$ cat src/hw/rtl/ktl_pkg.sv
// Shared types, constants and the keyword table of the keyword trie lexer.
// No dependencies; ktl_front, ktl_cmdq, ktl_back and the top level import it.
package ktl_pkg;

    localparam int KTL_MAX_IDENT_LEN = 32;
    localparam int LEN_W             = 6;
    localparam int KW_COUNT          = 34;
    localparam int KW_MAXLEN         = 10;

    typedef logic [5:0]          kind_t;
    typedef logic [KW_COUNT-1:0] kw_mask_t;

    localparam kind_t KIND_ERROR = 6'd0;
    localparam kind_t KIND_EOF   = 6'd1;
    localparam kind_t KIND_IDENT = 6'd2;
    localparam kind_t KIND_INT   = 6'd3;

    // Keyword text, right justified: the first character sits highest.
    localparam logic [8*KW_MAXLEN-1:0] KW_TEXT [KW_COUNT] = '{
        "True", "False", "None", "if", "else", "while", "for", "foreach", "do",
        "continue", "break", "try", "catch", "return", "yield", "function",
        "static", "abstract", "private", "protected", "class", "include",
        "{", "}", "(", ")", ";", "==", "!=", "<", ">", "<=", ">=", "+"
    };

    localparam logic [3:0] KW_LEN [KW_COUNT] = '{
        4'd4, 4'd5, 4'd4, 4'd2, 4'd4, 4'd5, 4'd3, 4'd7, 4'd2, 4'd8, 4'd5, 4'd3,
        4'd5, 4'd6, 4'd5, 4'd8, 4'd6, 4'd8, 4'd7, 4'd9, 4'd5, 4'd7, 4'd1, 4'd1,
        4'd1, 4'd1, 4'd1, 4'd2, 4'd2, 4'd1, 4'd1, 4'd2, 4'd2, 4'd1
    };

    localparam kind_t KW_KIND [KW_COUNT] = '{
        6'd4, 6'd5, 6'd6, 6'd7, 6'd8, 6'd9, 6'd10, 6'd11, 6'd12, 6'd13, 6'd14,
        6'd15, 6'd16, 6'd17, 6'd18, 6'd19, 6'd20, 6'd21, 6'd22, 6'd23, 6'd24,
        6'd25, 6'd26, 6'd27, 6'd28, 6'd29, 6'd30, 6'd31, 6'd31, 6'd32, 6'd33,
        6'd31, 6'd34, 6'd35
    };

    // Character i of keyword k, zero past its end.
    function automatic logic [7:0] kw_char(int k, logic [3:0] i);
        int sh;
        sh = (int'(KW_LEN[k]) - 1 - int'(i)) * 8;
        if (i < KW_LEN[k])
            return 8'(KW_TEXT[k] >> sh);
        return 8'd0;
    endfunction

    // One queued command: a single token, or a run read from the buffer.
    typedef struct packed {
        kind_t             kind;
        logic [63:0]       value;
        logic              run;
        logic [LEN_W-1:0]  len;
        logic              bank;
        logic              last;
    } cmd_t;

    typedef struct packed {
        logic v0;
        logic v1;
        cmd_t c0;
        cmd_t c1;
    } push_t;

    typedef struct packed {
        logic             en;
        logic             bank;
        logic [LEN_W-1:0] idx;
        logic [7:0]       data;
    } buf_wr_t;

endpackage

$ cat src/hw/rtl/ktl_ifs.sv
// Handshake interfaces of the keyword trie lexer: source bytes and tokens.
// No dependencies.
interface ktl_char_if;
    logic       valid;
    logic       ready;
    logic [7:0] char_in;
    logic       end_of_input;
    modport source (output valid, char_in, end_of_input, input ready);
    modport sink   (input valid, char_in, end_of_input, output ready);
endinterface

interface ktl_token_if;
    logic               valid;
    logic               ready;
    logic [5:0]         token_kind;
    logic signed [63:0] int_value;
    logic [7:0]         ident_char;
    logic               run_last;
    modport source (output valid, token_kind, int_value, ident_char, run_last,
                    input ready);
    modport sink   (input valid, token_kind, int_value, ident_char, run_last,
                    output ready);
endinterface

$ cat src/hw/rtl/ktl_front.sv
// Front end of the lexer: takes bytes, walks the keyword trie and the
// number and identifier modes, and pushes commands. Uses ktl_pkg, ktl_ifs.
module ktl_front import ktl_pkg::*; #(
    parameter int MAX_IDENT_LEN = KTL_MAX_IDENT_LEN
) (
    input  logic        clk,
    input  logic        rst_n,
    ktl_char_if.sink    chars,
    input  logic        q_room,
    input  logic        run_done,
    output push_t       push,
    output buf_wr_t     buf_wr
);

    typedef enum logic [2:0] {
        MODE_IDLE, MODE_COMMENT, MODE_TRIE, MODE_IDENT, MODE_NUMBER
    } mode_t;

    typedef enum logic [1:0] {BASE_DEC, BASE_HEX, BASE_BIN} base_t;

    localparam logic [7:0] CH_NL   = 8'd10;
    localparam logic [7:0] CH_NUL  = 8'd0;
    localparam logic [7:0] CH_HASH = 8'h23;
    localparam logic [7:0] CH_X    = 8'h78;
    localparam logic [7:0] CH_B    = 8'h62;
    localparam logic [7:0] CH_ZERO = 8'h30;
    localparam logic [7:0] CH_UND  = 8'h5f;
    localparam logic [7:0] CH_MAX  = 8'd127;
    localparam logic [LEN_W-1:0] LEN_MAX = LEN_W'(MAX_IDENT_LEN);

    function automatic logic is_digit(logic [7:0] c);
        return c inside {[8'h30:8'h39]};
    endfunction

    function automatic logic is_word(logic [7:0] c);
        return c inside {[8'h30:8'h39], [8'h61:8'h7a], [8'h41:8'h5a], CH_UND};
    endfunction

    function automatic logic is_space(logic [7:0] c);
        return c inside {8'h20, [8'd9:8'd13]};
    endfunction

    mode_t            mode_reg, mode_next;
    base_t            base_reg, base_next;
    kw_mask_t         alive_reg, alive_next;
    logic [LEN_W-1:0] len_reg, len_next;
    logic             ovf_reg, ovf_next;
    logic             alnum_reg, alnum_next;
    logic             lz_reg, lz_next;
    logic [63:0]      acc_reg, acc_next;
    logic             bank_reg, bank_next;
    logic             busy_reg, busy_next;

    kw_mask_t    cand, rcand;
    logic        found, rfound;
    kind_t       nk;
    cmd_t        fin;
    logic        fin_v;
    logic        accept;
    logic        do_fin, go_idle, num_done, err_v;
    logic [3:0]  dig;
    logic        dig_ok;
    logic [7:0]  c;
    mode_t       m;

    assign c           = chars.char_in;
    assign chars.ready = !busy_reg && q_room;
    assign accept      = chars.valid && chars.ready;

    // Trie step: every keyword still on the path that continues with c.
    always_comb
    begin
        nk = KIND_ERROR;
        for (int k = 0; k < KW_COUNT; k++)
        begin
            cand[k]  = alive_reg[k] && (LEN_W'(KW_LEN[k]) > len_reg) &&
                       (kw_char(k, len_reg[3:0]) == c);
            rcand[k] = (kw_char(k, 4'd0) == c);
        end
        for (int k = KW_COUNT - 1; k >= 0; k--)
        begin
            if (alive_reg[k] && LEN_W'(KW_LEN[k]) == len_reg)
                nk = KW_KIND[k];
        end
        found  = |cand;
        rfound = |rcand;
    end

    always_comb
    begin
        dig_ok = 1'b0;
        dig    = 4'd0;
        if (base_reg == BASE_BIN)
        begin
            dig_ok = (c == 8'h30) || (c == 8'h31);
            dig    = c[3:0];
        end
        else if (is_digit(c))
        begin
            dig_ok = 1'b1;
            dig    = c[3:0];
        end
        else if (base_reg == BASE_HEX && (c inside {[8'h61:8'h66], [8'h41:8'h46]}))
        begin
            dig_ok = 1'b1;
            dig    = 4'(c[3:0] + 4'd9);
        end
    end

    always_comb
    begin
        mode_next  = mode_reg;
        base_next  = base_reg;
        alive_next = alive_reg;
        len_next   = len_reg;
        ovf_next   = ovf_reg;
        alnum_next = alnum_reg;
        lz_next    = lz_reg;
        acc_next   = acc_reg;
        bank_next  = bank_reg;
        busy_next  = busy_reg && !run_done;
        push       = '0;
        buf_wr     = '0;
        do_fin     = 1'b0;
        go_idle    = 1'b0;
        num_done   = 1'b0;
        err_v      = 1'b0;
        m          = mode_reg;

        // Token that a finish of the pending state gives.
        fin   = '0;
        fin_v = 1'b0;
        case (mode_reg)
            MODE_TRIE, MODE_IDENT:
            begin
                fin_v = 1'b1;
                if (mode_reg == MODE_TRIE && nk != KIND_ERROR)
                    fin.kind = nk;
                else if (mode_reg == MODE_IDENT || alnum_reg)
                begin
                    fin.kind = ovf_reg ? KIND_ERROR : KIND_IDENT;
                    fin.run  = 1'b1;
                    fin.len  = len_reg;
                    fin.bank = bank_reg;
                end
                else
                    fin.kind = KIND_ERROR;
            end
            MODE_NUMBER:
            begin
                fin_v      = 1'b1;
                fin.kind   = KIND_INT;
                fin.value  = acc_reg;
            end
            default:
            begin
                fin_v = 1'b0;
            end
        endcase

        if (accept)
        begin
            if (chars.end_of_input)
                do_fin = 1'b1;
            else
            begin
                if (m == MODE_TRIE)
                begin
                    if (c <= CH_MAX && found)
                    begin
                        if (len_reg < LEN_MAX)
                        begin
                            buf_wr   = '{1'b1, bank_reg, len_reg, c};
                            len_next = len_reg + 1'b1;
                        end
                        else
                            ovf_next = 1'b1;
                        alnum_next = alnum_reg && is_word(c);
                        alive_next = cand;
                    end
                    else if (nk == KIND_ERROR && alnum_reg)
                        m = MODE_IDENT;
                    else
                    begin
                        do_fin  = 1'b1;
                        go_idle = 1'b1;
                    end
                end

                if (m == MODE_IDENT)
                begin
                    if (is_word(c))
                    begin
                        if (len_reg < LEN_MAX)
                        begin
                            buf_wr   = '{1'b1, bank_reg, len_reg, c};
                            len_next = len_reg + 1'b1;
                        end
                        else
                            ovf_next = 1'b1;
                        mode_next = MODE_IDENT;
                    end
                    else
                    begin
                        do_fin  = 1'b1;
                        go_idle = 1'b1;
                    end
                end
                else if (m == MODE_NUMBER)
                begin
                    if (lz_reg && base_reg == BASE_DEC)
                    begin
                        if (c == CH_X)
                        begin
                            base_next = BASE_HEX;
                            num_done  = 1'b1;
                        end
                        else if (c == CH_B)
                        begin
                            base_next = BASE_BIN;
                            num_done  = 1'b1;
                        end
                    end
                    lz_next = 1'b0;
                    if (!num_done)
                    begin
                        if (dig_ok)
                        begin
                            if (base_reg == BASE_HEX)
                                acc_next = {acc_reg[59:0], dig};
                            else if (base_reg == BASE_BIN)
                                acc_next = {acc_reg[62:0], dig[0]};
                            else
                                acc_next = {acc_reg[60:0], 3'b000} +
                                           {acc_reg[62:0], 1'b0} + 64'(dig);
                        end
                        else
                        begin
                            do_fin  = 1'b1;
                            go_idle = 1'b1;
                        end
                    end
                end
                else if (m == MODE_COMMENT)
                begin
                    if (c == CH_NL || c == CH_NUL)
                        mode_next = MODE_IDLE;
                end
                else if (m == MODE_IDLE)
                    go_idle = 1'b1;
            end

            if (do_fin)
            begin
                mode_next  = MODE_IDLE;
                base_next  = BASE_DEC;
                alive_next = '1;
                len_next   = '0;
                ovf_next   = 1'b0;
                alnum_next = 1'b1;
                lz_next    = 1'b0;
                acc_next   = '0;
                if (fin_v)
                begin
                    push.v0 = 1'b1;
                    push.c0 = fin;
                    if (fin.run)
                    begin
                        bank_next = !bank_reg;
                        busy_next = 1'b1;
                    end
                end
            end

            if (go_idle)
            begin
                if (c == CH_NUL || is_space(c))
                    mode_next = MODE_IDLE;
                else if (c == CH_HASH)
                    mode_next = MODE_COMMENT;
                else if (is_digit(c))
                begin
                    mode_next = MODE_NUMBER;
                    acc_next  = 64'(c - CH_ZERO);
                    lz_next   = (c == CH_ZERO);
                end
                else if (c > CH_MAX)
                    err_v = 1'b1;
                else if (rfound || is_word(c))
                begin
                    mode_next  = rfound ? MODE_TRIE : MODE_IDENT;
                    buf_wr     = '{1'b1, bank_next, '0, c};
                    len_next   = LEN_W'(1);
                    alnum_next = is_word(c);
                    alive_next = rcand;
                end
                else
                    err_v = 1'b1;
            end

            if (err_v || chars.end_of_input)
            begin
                if (push.v0)
                begin
                    push.v1      = 1'b1;
                    push.c1.kind = err_v ? KIND_ERROR : KIND_EOF;
                end
                else
                begin
                    push.v0      = 1'b1;
                    push.c0.kind = err_v ? KIND_ERROR : KIND_EOF;
                end
            end

            if (push.v1)
                push.c1.last = 1'b1;
            else if (push.v0)
                push.c0.last = 1'b1;
        end
    end

    always_ff @(posedge clk or negedge rst_n)
    begin
        if (!rst_n)
        begin
            mode_reg  <= MODE_IDLE;
            base_reg  <= BASE_DEC;
            alive_reg <= '1;
            len_reg   <= '0;
            ovf_reg   <= 1'b0;
            alnum_reg <= 1'b1;
            lz_reg    <= 1'b0;
            acc_reg   <= '0;
            bank_reg  <= 1'b0;
            busy_reg  <= 1'b0;
        end
        else
        begin
            mode_reg  <= mode_next;
            base_reg  <= base_next;
            alive_reg <= alive_next;
            len_reg   <= len_next;
            ovf_reg   <= ovf_next;
            alnum_reg <= alnum_next;
            lz_reg    <= lz_next;
            acc_reg   <= acc_next;
            bank_reg  <= bank_next;
            busy_reg  <= busy_next;
        end
    end

endmodule

$ cat src/hw/rtl/ktl_cmdq.sv
// Four-entry command queue between the lexer front and back ends.
// Takes up to two commands a cycle and hands out one. Uses ktl_pkg.
module ktl_cmdq import ktl_pkg::*; (
    input  logic  clk,
    input  logic  rst_n,
    input  push_t push,
    input  logic  pop,
    output logic  room,
    output logic  head_v,
    output cmd_t  head
);

    localparam int DEPTH = 4;
    localparam int PW    = $clog2(DEPTH);

    cmd_t          q_reg [DEPTH];
    logic [PW-1:0] wp_reg, wp_next, rp_reg, rp_next;
    logic [PW:0]   cnt_reg, cnt_next;
    logic [PW-1:0] wp1;

    assign wp1    = wp_reg + 1'b1;
    assign room   = cnt_reg <= (PW+1)'(DEPTH - 2);
    assign head_v = cnt_reg != '0;
    assign head   = q_reg[rp_reg];

    always_comb
    begin
        wp_next  = wp_reg + PW'(push.v0) + PW'(push.v1);
        rp_next  = rp_reg + PW'(pop);
        cnt_next = cnt_reg + (PW+1)'(push.v0) + (PW+1)'(push.v1) - (PW+1)'(pop);
    end

    always_ff @(posedge clk)
    begin
        if (push.v0)
            q_reg[wp_reg] <= push.c0;
        if (push.v1)
            q_reg[wp1] <= push.c1;
    end

    always_ff @(posedge clk or negedge rst_n)
    begin
        if (!rst_n)
        begin
            wp_reg  <= '0;
            rp_reg  <= '0;
            cnt_reg <= '0;
        end
        else
        begin
            wp_reg  <= wp_next;
            rp_reg  <= rp_next;
            cnt_reg <= cnt_next;
        end
    end

endmodule

$ cat src/hw/rtl/ktl_back.sv
// Back end of the lexer: turns queued commands into tokens, reading
// identifier runs from the two-bank character buffer. Uses ktl_pkg, ktl_ifs.
module ktl_back import ktl_pkg::*; #(
    parameter int MAX_IDENT_LEN = KTL_MAX_IDENT_LEN
) (
    input  logic        clk,
    input  logic        rst_n,
    input  logic        head_v,
    input  cmd_t        head,
    input  buf_wr_t     buf_wr,
    output logic        pop,
    output logic        run_done,
    ktl_token_if.source tokens
);

    localparam int IDX_W = $clog2(MAX_IDENT_LEN);

    typedef enum logic [1:0] {B_IDLE, B_RD, B_OUT} bstate_t;

    logic [7:0]       mem [2][MAX_IDENT_LEN];
    logic [7:0]       rd_data_reg;
    bstate_t          state_reg;
    logic [LEN_W-1:0] idx_reg;
    logic             out_v_reg;
    kind_t            kind_reg;
    logic [63:0]      value_reg;
    logic [7:0]       char_reg;
    logic             last_reg;
    logic             out_free;
    logic             end_char;

    assign out_free = !out_v_reg || tokens.ready;
    assign end_char = (idx_reg == head.len - 1'b1);
    assign pop      = head_v && out_free &&
                      ((state_reg == B_IDLE && !head.run) ||
                       (state_reg == B_OUT && end_char));
    assign run_done = pop && head.run;

    assign tokens.valid      = out_v_reg;
    assign tokens.token_kind = kind_reg;
    assign tokens.int_value  = value_reg;
    assign tokens.ident_char = char_reg;
    assign tokens.run_last   = last_reg;

    always_ff @(posedge clk)
    begin
        if (buf_wr.en)
            mem[buf_wr.bank][buf_wr.idx[IDX_W-1:0]] <= buf_wr.data;
        rd_data_reg <= mem[head.bank][idx_reg[IDX_W-1:0]];
    end

    always_ff @(posedge clk or negedge rst_n)
    begin
        if (!rst_n)
        begin
            state_reg <= B_IDLE;
            idx_reg   <= '0;
            out_v_reg <= 1'b0;
            kind_reg  <= KIND_ERROR;
            value_reg <= '0;
            char_reg  <= '0;
            last_reg  <= 1'b0;
        end
        else
        begin
            if (out_v_reg && tokens.ready)
                out_v_reg <= 1'b0;
            case (state_reg)
                B_IDLE:
                begin
                    if (head_v && out_free)
                    begin
                        if (head.run)
                        begin
                            idx_reg   <= '0;
                            state_reg <= B_RD;
                        end
                        else
                        begin
                            out_v_reg <= 1'b1;
                            kind_reg  <= head.kind;
                            value_reg <= head.value;
                            char_reg  <= '0;
                            last_reg  <= head.last;
                        end
                    end
                end
                B_RD:
                begin
                    state_reg <= B_OUT;
                end
                B_OUT:
                begin
                    if (out_free)
                    begin
                        out_v_reg <= 1'b1;
                        kind_reg  <= head.kind;
                        value_reg <= '0;
                        char_reg  <= rd_data_reg;
                        last_reg  <= end_char && head.last;
                        if (end_char)
                            state_reg <= B_IDLE;
                        else
                        begin
                            idx_reg   <= idx_reg + 1'b1;
                            state_reg <= B_RD;
                        end
                    end
                end
                default:
                begin
                    state_reg <= B_IDLE;
                end
            endcase
        end
    end

    a_run_head: assert property (@(posedge clk) disable iff (!rst_n)
        (state_reg != B_IDLE) |-> (head_v && head.run))
        else $error("run in progress without a run command at the queue head");

    a_run_len: assert property (@(posedge clk) disable iff (!rst_n)
        (state_reg != B_IDLE) |-> (head.len != '0 && idx_reg < head.len))
        else $error("identifier run index out of range");

    a_single_pop: assert property (@(posedge clk) disable iff (!rst_n)
        (pop && !head.run) |=> (out_v_reg && value_reg == $past(head.value)))
        else $error("popped token did not reach the output register");

endmodule

$ cat src/hw/rtl/keyword_trie_lexer.sv
// Top level of the keyword trie lexer: front end, command queue, back end.
// Uses ktl_pkg, ktl_ifs, ktl_front, ktl_cmdq and ktl_back.
//
//   Channel  Direction  Payload                                      Handshake
//   chars    in         char_in[8], end_of_input[1]                  valid/ready
//   tokens   out        token_kind[6], int_value[64] signed,         valid/ready
//                       ident_char[8], run_last[1]
//
// A byte that causes at most one plain token is taken every cycle while the
// four-entry queue has room for two commands. A byte that ends an identifier
// stops intake until the run is out: the back end reads the character buffer
// one entry at a time, through a read state and then an output state for each
// character. Reset is asynchronous and active low and leaves the lexer
// between tokens; it needs no clearing pass. Either side may stall at any
// time; the output register keeps its token.
module keyword_trie_lexer import ktl_pkg::*; #(
    parameter int MAX_IDENT_LEN = KTL_MAX_IDENT_LEN
) (
    input  logic        clk,
    input  logic        rst_n,
    ktl_char_if.sink    chars,
    ktl_token_if.source tokens
);

    // Commands travel from front to back through the queue; the front also
    // writes identifier characters into the back end's buffer, into the bank
    // that no pending run reads.
    push_t   push;
    buf_wr_t buf_wr;
    logic    q_room;
    logic    pop;
    logic    run_done;
    logic    head_v;
    cmd_t    head;

    ktl_front #(.MAX_IDENT_LEN(MAX_IDENT_LEN)) u_front (
        .clk      (clk),
        .rst_n    (rst_n),
        .chars    (chars),
        .q_room   (q_room),
        .run_done (run_done),
        .push     (push),
        .buf_wr   (buf_wr)
    );

    ktl_cmdq u_cmdq (
        .clk    (clk),
        .rst_n  (rst_n),
        .push   (push),
        .pop    (pop),
        .room   (q_room),
        .head_v (head_v),
        .head   (head)
    );

    ktl_back #(.MAX_IDENT_LEN(MAX_IDENT_LEN)) u_back (
        .clk      (clk),
        .rst_n    (rst_n),
        .head_v   (head_v),
        .head     (head),
        .buf_wr   (buf_wr),
        .pop      (pop),
        .run_done (run_done),
        .tokens   (tokens)
    );

endmodule
$ cat src/flat_wrapper.sv
// flat-port wrapper written by rule: the top's interface ports become plain ports
module keyword_trie_lexer_flat import ktl_pkg::*;
#(
    parameter int MAX_IDENT_LEN = KTL_MAX_IDENT_LEN
)
  (clk, rst_n, chars_valid, chars_char_in, chars_end_of_input, chars_ready, tokens_valid, tokens_token_kind, tokens_int_value, tokens_ident_char, tokens_run_last, tokens_ready);
  ktl_char_if chars_i ();
  ktl_token_if tokens_i ();
  input  logic clk;
  input  logic rst_n;
  input wire logic [$bits(chars_i.valid)-1:0] chars_valid;
  input wire logic [$bits(chars_i.char_in)-1:0] chars_char_in;
  input wire logic [$bits(chars_i.end_of_input)-1:0] chars_end_of_input;
  output wire logic [$bits(chars_i.ready)-1:0] chars_ready;
  output wire logic [$bits(tokens_i.valid)-1:0] tokens_valid;
  output wire logic [$bits(tokens_i.token_kind)-1:0] tokens_token_kind;
  output wire logic [$bits(tokens_i.int_value)-1:0] tokens_int_value;
  output wire logic [$bits(tokens_i.ident_char)-1:0] tokens_ident_char;
  output wire logic [$bits(tokens_i.run_last)-1:0] tokens_run_last;
  input wire logic [$bits(tokens_i.ready)-1:0] tokens_ready;
  assign chars_i.valid = chars_valid;
  assign chars_i.char_in = chars_char_in;
  assign chars_i.end_of_input = chars_end_of_input;
  assign chars_ready = chars_i.ready;
  assign tokens_valid = tokens_i.valid;
  assign tokens_token_kind = tokens_i.token_kind;
  assign tokens_int_value = tokens_i.int_value;
  assign tokens_ident_char = tokens_i.ident_char;
  assign tokens_run_last = tokens_i.run_last;
  assign tokens_i.ready = tokens_ready;
  keyword_trie_lexer #(.MAX_IDENT_LEN(MAX_IDENT_LEN)) u_core (.clk(clk), .rst_n(rst_n), .chars(chars_i), .tokens(tokens_i));
endmodule
$ cat config.mk
export PLATFORM = sky130hd
export DESIGN_NAME = keyword_trie_lexer_flat
export DESIGN_NICKNAME = d
export VERILOG_FILES = /design/src/hw/rtl/ktl_pkg.sv /design/src/hw/rtl/ktl_ifs.sv /design/src/hw/rtl/ktl_front.sv /design/src/hw/rtl/ktl_cmdq.sv /design/src/hw/rtl/ktl_back.sv /design/src/hw/rtl/keyword_trie_lexer.sv /design/src/flat_wrapper.sv
export SDC_FILE = /design/constraint.sdc
export NUM_CORES = 2
export LEC_CHECK = 0
export BUFFER_PORTS_ARGS = -buffer_cell sky130_fd_sc_hd__buf_2
export CORE_MARGIN = 8
export CORE_UTILIZATION = 33
export DETAILED_ROUTE_END_ITERATION = 12
export GPL_TIMING_DRIVEN = 1
export PLACE_DENSITY = 0.6
export SLEW_MARGIN = 10
export SYNTH_ARGS = -nofsm -noshare
export SYNTH_HDL_FRONTEND = slang
export SYNTH_SLANG_ARGS = --single-unit
export TNS_END_PERCENT = 10
$ cat constraint.sdc
create_clock -name clk -period 6.01 [get_ports clk]
set_input_delay 0.3005 -clock clk [delete_from_list [all_inputs] [get_ports clk]]
set_output_delay 0.3005 -clock clk [all_outputs]
set_load 0.005 [all_outputs]
==> metrics.yaml <==
worst_setup_path:
  path_max_fanout: 8
  end_kind: "flop"
  crit_chain: "buf_4 -> ha_1 -> inv_1 -> ha_2 -> inv_1 -> a2111o_1 -> a21oi_1 -> xnor2_1 -> nor4_1 -> or2_2 -> o41a_1 -> buf_4 -> o31ai_4 -> nand4_1 -> nor2b_1 -> a21oi_1 -> ha_1 -> nor2_2 -> inv_1 -> ha_1 -> inv_1 -> fa_1 -> fa_1 -> xnor2_1"
  critPathKind: "flop to flop"
  arrival_ns: 6.38
  reg2reg_depth: 24
  crit_required_ns: 6.63
  cp_common_cell: "inv_1"
  crit_path_start_kind: "flop"
  r2r_start: "u_core.u_front.len_reg[1]"
  crit_start: "u_core.u_front.len_reg[1]"
  worst_path_largest_cell_delay_ns: 0.40
  cp_slowest_cell: "dfrtp_1"
synth:
  ys_types: 107
  synth_area_mm2: 0.05306
  seq_area_frac_synth: 0.5129
  ys_warn_count: 0
  synth_seq_cells: 1045
  ys.flop_type: "edfxtp_1"
  syn-mean-instance-area_um2: 12.06
  synthCells: 4400
  synth_edf_count: 520
  async_flop_share: 0.2000
place:
  numPlacedInstances: 6616
  port_buffers: 93
  gp_congestion: 0.9129
  dp_hpwl_um: 111400
floorplan:
  dieHeight_um: 417.0
  fp.dieW_um: 417.0
  start_util: 0.3312
  ios: 94
  fp-row-count: 147
  core-area_mm2: 0.1602
  dieArea_mm2: 0.1739
sta:
  hold_viol_final: 0
  fin_crit_ns: 5.759
  slew_headroom: 0.2025
  slew_violations: 0
  finClkSkew_ns: 0.07061
  whs_ns: 0.09010
  fmax_ghz: 0.1736
  finalSetupViolations: 0
  worst_slew_pin_slew_ns: 1.196
  fin_crit_sh: 0.9583
  rsz0062_at_grt: "no"
clock_network:
  path_clk_slew_ns: 0.06
  clkSinkCount: 1045
  ctsLongestPathBuffers: 3
  cts_root_buf: "clkbuf_16"
  clk_latency_ns: 0.77
  h-tree-depth: 3
  tritoncts: "done"
  cts_made_buffers: 106
layout:
  fillers: 15390
  layout-drive-gt1-share: 0.1985
  final_cell_mix: "edfxtp_1 (520), dfxtp_1 (316), nand2_1 (274)"
  largest_reg_flops: 512
  final_cell_count_no_fill: 6824
  nNetsFinal: 4736
  area_growth_pct: 15.50
  final_common_cell: "edfxtp_1"
worst_hold_path:
  hold_class: "input pin to asynchronous set/reset pin"
detailed_routing:
  ant_nets: 0
  wl_per_cell_um: 24.12
  wl_met2_um: 78480
  wl_met1_um: 69290
  wl_um: 164600
  routed_via_density: 5.818
  drc_errors: 0
  top_layer_used: "met4"
  dr_total_vias: 39700
  first_iter_violations: 4026
  first_pass_iters: 6
  dr_wl_met3_um: 10520
global_routing:
  grtUsageTotal: 0.1829
  grt_antenna_before_repair: 3
  grt-ovfl-total: 0
  grt_max_degree: 150
  first_global_vias: 38990
  grt_pass1_wl_um: 250400
power_and_ir_drop:
  intPower_w: 0.01421
  ir_drop_v: 0.0002486
  power.share.switching: 0.3479
  pwr-share-comb: 0.294
  clock_power_share: 0.315
  net-switching-power_w: 0.007581
  leakage_nw: 23.17
  finalPower_w: 0.02179
  power_density_mw_per_mm2: 355.5
  power_frac_seq: 0.390
job:
  drv_cap: 0
run_status:
  status: "finished clean"
==> power groups by stage <==
stage	registers, W	clock network [W]	logic [W]
global placement	0.00863	0	0.00629
finish	0.00851	0.00687	0.00641
detailed placement	0.00864	0	0.00632
global route	0.00855	0.00731	0.00694
CTS	0.00849	0.00702	0.00636
floorplan	0.00825	0	0.00447
==> path summary, 6_finish.rpt <==
check / end / slack [ns]
max reg2reg: u_core.u_cmdq.cnt_reg[2] / 0.25
min in group clk: u_core.u_front.len_reg[2] / 0.10
min: u_core.u_back.tokens.int_value[25] / 0.09
min reg2reg: u_core.u_back.tokens.ident_char[6] / 0.45
max: u_core.u_cmdq.cnt_reg[2] / 0.25
max in group asynchronous: u_core.u_cmdq.rp_reg[1] / 4.42
==> metrics by stage <==
step / instance area, um^2 / utilization / TNS (ns) / setup WS [ns]
2_1_floorplan: 53350 / - / 0 / 0.009828
3_3_place_gp: 57500 / 0.3589 / -0.001777 / -0.001777
3_5_place_dp: 57500 / 0.3589 / -0.2140 / -0.08251
4_1_cts: 61210 / 0.3821 / 0 / 0.2230
5_1_grt: 61280 / 0.3825 / 0 / 0.02540
6_report: 61290 / 0.3826 / 0 / 0.2507
==> metal layers <==
| metal | global-route usage | vias to the layer above |
|---|---|---|
| li1 | - | 17710 |
| met5 | 0 | - |
| met1 | 0.2454 | 20140 |
| met2 | 0.3003 | 1529 |
| met4 | 0.06874 | 0 |
| met3 | 0.02638 | 323 |
==> cells by family (layout without fill, tap and decap cells) <==
| family | Yosys count | after routing | synth area share |
|---|---|---|---|
| buf+inv | 445 | 643 | 0.03469 |
| compound gates | 1336 | 1336 | 0.1881 |
| xor+xnor | 113 | 113 | 0.01865 |
| mux | 286 | 286 | 0.1108 |
| flops | 1045 | 1045 | 0.5129 |
| fa+ha+maj | 156 | 156 | 0.03745 |
| other cells | 1 | 67 | 0.00007068 |
| simple gates | 1018 | 1018 | 0.09735 |
==> synth_stat cells (33+ instances only) <==
master,instances,share of area
o211ai_1,41,0.0058
buf_1,39,0.0028
a22o_1,115,0.019
ha_1,150,0.035
a32o_1,269,0.051
clkbuf_1,279,0.020
dfstp_2,35,0.017
o21ai_0,210,0.020
nand4_1,41,0.0048
a21o_1,58,0.0082
buf_2,49,0.0046
inv_1,57,0.0040
nand2b_1,33,0.0039
nor2b_1,48,0.0057
xor2_1,41,0.0068
nand3_1,97,0.0091
xnor2_1,72,0.012
nor2_1,235,0.017
mux4_2,239,0.10
and2_1,58,0.0068
a211oi_1,49,0.0069
nor3_1,63,0.0059
dfxtp_1,316,0.12
nand2_1,275,0.019
edfxtp_1,520,0.29
a21oi_1,219,0.021
a31oi_1,41,0.0048
dfrtp_1,174,0.082
==> critical path, delay by kind of cell (launching register included) <==
family          cells  cell delay (ns)
fa+ha+maj           6             1.91
compound gates      5             1.41
simple gates        5             0.85
buf+inv             6             0.73
flops               1             0.40
xor+xnor            2             0.30
==> repair_timing <==
item                                   CTS  global route
endpoints found under the hold margin   62             0
setup buffers                            0             2
hold buffers                             2             0
setup endpoints to repair                0           286
gates resized for setup                  0            10
==> final cells by class <==
| class | count | area, um^2 | area share |
|---|---|---|---|
| inverter | 61 | 230.2 | 0.003757 |
| tap | 2160 | 2703 | 0.04410 |
| clock buffer | 139 | 2898 | 0.04728 |
| clock inverter | 62 | 793.3 | 0.01294 |
| timing repair buffer | 381 | 2980 | 0.04863 |
| multi-input combinational | 2973 | 24440 | 0.3987 |
| sequential | 1045 | 27240 | 0.4444 |
| antenna | 3 | 7.507 | 0.0001225 |
Power figures use the tool's default switching activity.
